`config.mk`:
```
export PLATFORM = sky130hd
export DESIGN_NAME = ptcd_sqrt_pipe
export DESIGN_NICKNAME = d
export VERILOG_FILES = /design/src/point_to_cylinder_distance_unit_defines.svh /design/src/ptcd_sqrt_pipe.sv
export SDC_FILE = /design/constraint.sdc
export NUM_CORES = 2
export LEC_CHECK = 0
export BUFFER_PORTS_ARGS = -buffer_cell sky130_fd_sc_hd__buf_2
export CAP_MARGIN = 5
export CORE_ASPECT_RATIO = 1.2
export CORE_MARGIN = 2
export CORE_UTILIZATION = 40
export DETAILED_ROUTE_END_ITERATION = 10
export GPL_ROUTABILITY_DRIVEN = 0
export PLACE_DENSITY_LB_ADDON = 0.08
export RECOVER_POWER = 25
export SLEW_MARGIN = 5
export SYNTH_ARGS = -nofsm -noshare
export SYNTH_HDL_FRONTEND = slang
export SYNTH_MEMORY_MAX_BITS = 65536
export SYNTH_SLANG_ARGS = --single-unit
```
`constraint.sdc`:
```
create_clock -name clk -period 4.08 [get_ports clk]
set_clock_uncertainty 0.2 [all_clocks]
set_input_delay 0.816 -clock clk [delete_from_list [all_inputs] [get_ports clk]]
set_output_delay 0.816 -clock clk [all_outputs]
set_load 0.005 [all_outputs]
```
`src/point_to_cylinder_distance_unit_defines.svh`:
```
// ---------------------------------------------------------------------------
// Point-to-cylinder distance unit: assertion macros
// Shared concurrent assertion forms, clocked on clk and held off in reset.
// ---------------------------------------------------------------------------
`ifndef POINT_TO_CYLINDER_DISTANCE_UNIT_DEFINES_SVH
`define POINT_TO_CYLINDER_DISTANCE_UNIT_DEFINES_SVH

// Same-cycle implication
`define PTCD_ASSERT_SAME(lbl, ante, cons, msg) \
    lbl: assert property (@(posedge clk) disable iff (!rst_n) (ante) |-> (cons)) \
        else $error(msg);

// Next-cycle implication
`define PTCD_ASSERT_NEXT(lbl, ante, cons, msg) \
    lbl: assert property (@(posedge clk) disable iff (!rst_n) (ante) |=> (cons)) \
        else $error(msg);

`endif

```
`src/ptcd_sqrt_pipe.sv`:
```
// ---------------------------------------------------------------------------
// Pipelined integer square root
// Floor square root, one root bit per register stage, with a sideband word
// that travels alongside each item.
// ---------------------------------------------------------------------------
module ptcd_sqrt_pipe #(
    parameter int IN_W = 64,
    parameter int SB_W = 1
) (
    input  logic              clk,
    input  logic              rst_n,
    input  logic              en,
    input  logic              in_valid,
    input  logic [IN_W-1:0]   x_in,
    input  logic [SB_W-1:0]   sb_in,
    output logic              out_valid,
    output logic [IN_W/2-1:0] root_out,
    output logic [SB_W-1:0]   sb_out
);

    localparam int OUT_W = IN_W / 2;
    localparam int R_W   = OUT_W + 2;

    logic [IN_W-1:0]  x_reg    [OUT_W];
    logic [R_W-1:0]   rem_reg  [OUT_W];
    logic [OUT_W-1:0] root_reg [OUT_W];
    logic [SB_W-1:0]  sb_reg   [OUT_W];
    logic             v_reg    [OUT_W];

    genvar g;
    generate
        for (g = 0; g < OUT_W; g++)
        begin : g_stage
            logic [IN_W-1:0]  x_cur;
            logic [R_W-1:0]   rem_cur;
            logic [OUT_W-1:0] root_cur;
            logic [SB_W-1:0]  sb_cur;
            logic             v_cur;
            logic [R_W-1:0]   rem_sh;
            logic [R_W-1:0]   trial;
            logic             take;
            logic [R_W-1:0]   rem_next;
            logic [OUT_W-1:0] root_next;

            if (g == 0)
            begin : g_first
                assign x_cur    = x_in;
                assign rem_cur  = '0;
                assign root_cur = '0;
                assign sb_cur   = sb_in;
                assign v_cur    = in_valid;
            end
            else
            begin : g_rest
                assign x_cur    = x_reg[g-1];
                assign rem_cur  = rem_reg[g-1];
                assign root_cur = root_reg[g-1];
                assign sb_cur   = sb_reg[g-1];
                assign v_cur    = v_reg[g-1];
            end

            // bring down two radicand bits, try root*4+1
            always_comb
            begin
                rem_sh    = {rem_cur[R_W-3:0], x_cur[IN_W-1 -: 2]};
                trial     = {root_cur, 2'b01};
                take      = (rem_sh >= trial);
                rem_next  = take ? (rem_sh - trial) : rem_sh;
                root_next = {root_cur[OUT_W-2:0], take};
            end

            always_ff @(posedge clk or negedge rst_n)
            begin
                if (!rst_n)
                    v_reg[g] <= 1'b0;
                else if (en)
                    v_reg[g] <= v_cur;
            end

            always_ff @(posedge clk)
            begin
                if (en)
                begin
                    x_reg[g]    <= {x_cur[IN_W-3:0], 2'b00};
                    rem_reg[g]  <= rem_next;
                    root_reg[g] <= root_next;
                    sb_reg[g]   <= sb_cur;
                end
            end
        end
    endgenerate

    assign out_valid = v_reg[OUT_W-1];
    assign root_out  = root_reg[OUT_W-1];
    assign sb_out    = sb_reg[OUT_W-1];

endmodule

```
==> results.yml <==
final_layout:
  nFillCells: 25700
  largest_reg_flops: 992
  fin_util: 0.462
  synthToLayoutAreaGrowth_pct: 14.9
  drive_gt1_frac: 0.0992
  fin_nets: 10000
worst_setup_path:
  timing.rr.end: "rem_reg[1][136]"
  cp_cell_sequence: "inv_1 -> ha_1 -> and4_1 -> nand2_1 -> or4_1 -> o31ai_1 -> nor3_1 -> nand2_1 -> a21oi_2 -> buf_4 -> xnor2_1"
  critPathSlowestCell: "xnor2_1"
  crit_fanout: 37
  crit_path_start_kind: "flip-flop"
  timing.rr.start: "root_reg[4][102]"
  crit_top_cell: "nand2_1"
  r2r_slack_ps: 80
  rr_worst_depth: 11
  max_stage_delay_ps: 790
  crit_family: "simple AND/OR/NAND/NOR gates"
  end_kind: "flip-flop"
  critical_path_class: "reg2reg"
  arrival_ps: 4280
  worstPathRequired_ps: 4360
  crit_buf_inv: 2
  setup.worst_path.end: "rem_reg[1][136]"
  critical_path.startpoint: "root_reg[4][102]"
  crit_cells: 11
synthesis:
  synth_top_area_frac: 0.647
  synthTopCellsByArea: "edfxtp_1, ha_1, xnor2_1"
  syn_nets: 9467
  ys_seq_area_frac: 0.654
  synth_ff_type: "edfxtp_1"
  yosysWarnings: 0
  synthDistinctLibCells: 81
  yosysMostFrequentCell: "edfxtp_1"
  netlist_instances: 8837
  synth_common_cells: "edfxtp_1, inv_1, nand2_1"
  synthesis.area_mm2: 0.116
  synth_async_sr_flop_share: 0.0127
  syn-mean-instance-area_um2: 13.1
  synth_edf_count: 2497
  ys_seq_elements: 2529
  synth_area_leader_cell: "edfxtp_1"
placed_design:
  port_buffers: 102
  dp_hpwl_um: 183000
  place_ws_ps: -13.4
route:
  drc: 0
  vias_per_cell: 5.11
  first_iter_violations: 3963
  vias: 68600
  ant_nets: 0
  drt_pass1_iterations: 6
  wl_per_cell_um: 18.7
  wirelength_um: 251000
die:
  die_h_um: 594
  top_level_ports: 103
  rows: 216
  initial_core_util: 0.402
  dieArea_mm2: 0.294
  die_w_um: 495
  core-area_mm2: 0.288
power_and_ir_drop:
  peakVddDrop_mv: 0.320
  power_density_mw_per_mm2: 571
  power.leakage_nw: 51.0
sta:
  finalHoldViolCount: 0
  layout_setup_ws_ps: 79.5
  drv_slew: 0
  slew_headroom: 0.293
  period_minus_slack_ps: 4000
  fmax_ghz: 0.250
  grt_setup_unrepaired: "false"
  setup_viol: 0
  finalCritPeriodShare: 0.981
  whs_ps: 167
  finalSetupTns_ps: 0
  worst_slew_pin_slew_ps: 1050
global_route:
  grt_usage: 0.168
  antenna_found_initial: 4
  grt_overflow_total: 0
  grt_pass1_vias: 69600
  grt_pass1_wl_um: 390000
  grt_max_degree: 93
clock_tree:
  cts_tree: "built"
  root_buffer: "clkbuf_16"
  cts-buffers-inserted: 284
  insertion_delay_ps: 870
  clock_sinks: 2529
  clockBufferDepth: 4
  htreeDepth: 5
  clk_pin_slew_ps: 60
worst_hold_path:
  hold_class: "reg2reg"
  hold_depth: 0
flow_run:
  maxCapViolCount: 0
run_status:
  status: "completed"
[placed cells by master, fill, tap and decap left out, types with 34 or more instances in the layout]
master         Yosys  final
a21o_1           205    204
or3_1             78     77
o21bai_1          59     59
nor2b_1           90     90
edfxtp_1        2497   2497
buf_2              6    101
o21a_1            89     89
buf_4              2    223
o31ai_1           56     56
nor2_1           501    501
or4_1             40     40
bufinv_16          0     34
nand2b_1         107    107
nand3_1          148    147
nor3_1           205    204
nand4_1           91     91
nand2_1          625    625
buf_12             0     45
inv_1            744    744
clkbuf_1         132     46
mux2_2           116    116
and3_1            54     54
xnor2_1          395    395
or2_2             39     39
ha_1             561    561
o21ai_0          497    495
xor2_1           377    377
clkbuf_16          0    289
nor4_1           109    108
a31oi_1           48     43
a211oi_1          36     35
a21oi_1          535    533
dlygate4sd3_1      0     68
clkinv_1           1     57
[power by group]
| group | leakage (nW) | total, mW | internal [mW] | switching (mW) |
|---|---|---|---|---|
| clock | 4.42 | 25.4 | 15.1 | 10.2 |
| sequential | 24.4 | 35.1 | 32.9 | 2.22 |
| combinational | 22.2 | 15.5 | 6.76 | 8.73 |
[final cells by class]
class	instances	area [um2]	share of cell area
clock inverter	159	1770	0.0133
tap	3815	4770	0.0359
clock buffer	334	7380	0.0554
timing repair buffer	440	3810	0.0286
sequential	2529	75800	0.569
inverter	745	2800	0.0210
antenna	4	10.0	0.0000752
multi-input combinational	5408	36800	0.277
[metrics by stage]
step / power (mW) / area, um2 / std cells
5_1_grt: 80.1 / 133000 / 13400
3_5_place_dp: 51.0 / 123000 / 12900
6_report: 76.0 / 133000 / 13400
4_1_cts: 77.1 / 133000 / 13400
2_1_floorplan: 45.6 / 116000 / 8837
3_3_place_gp: 50.8 / 123000 / 12900
[routing by layer]
metal	part of all wire	routed length [um]	GRT usage
met3	0.034	8580	0.0240
met5	0	0	0
met4	0.038	9550	0.0627
met1	0.39	98800	0.190
met2	0.53	134000	0.315
[cells by family after synthesis]
| logic type | after synthesis | share of synthesized area |
|---|---|---|
| xor gates and xnor gates | 772 | 0.0584 |
| DFF | 2529 | 0.654 |
| other | 1 | 0.0000324 |
| AOI/OAI and AO/OA | 1742 | 0.0922 |
| adders and majority gates | 561 | 0.0606 |
| and+or+nand+nor | 2204 | 0.0930 |
| buffers and inverters | 900 | 0.0294 |
| muxes | 128 | 0.0123 |
[how the worst min path moves through the flow]
stage,start,slack [ps],endpoint
floorplan,sb_reg[0][0],200,sb_reg[0][1]
global placement,x_reg[1][418],200,x_reg[1][482]
detailed placement,sb_reg[3][3],200,sb_reg[4][0]
CTS,x_reg[1][242],160,x_reg[1][306]
global route,x_reg[1][242],170,x_reg[1][306]
finish,x_reg[1][242],170,x_reg[1][306]
[what timing repair did]
action,CTS,global route
pin swaps,0,3
resized for setup,2,25
hold endpoints to repair,99,0
setup endpoints to repair,33,86
hold buffers,68,0
cloned,0,1
buffers inserted,0,3
(Power assumes the default switching activity.)
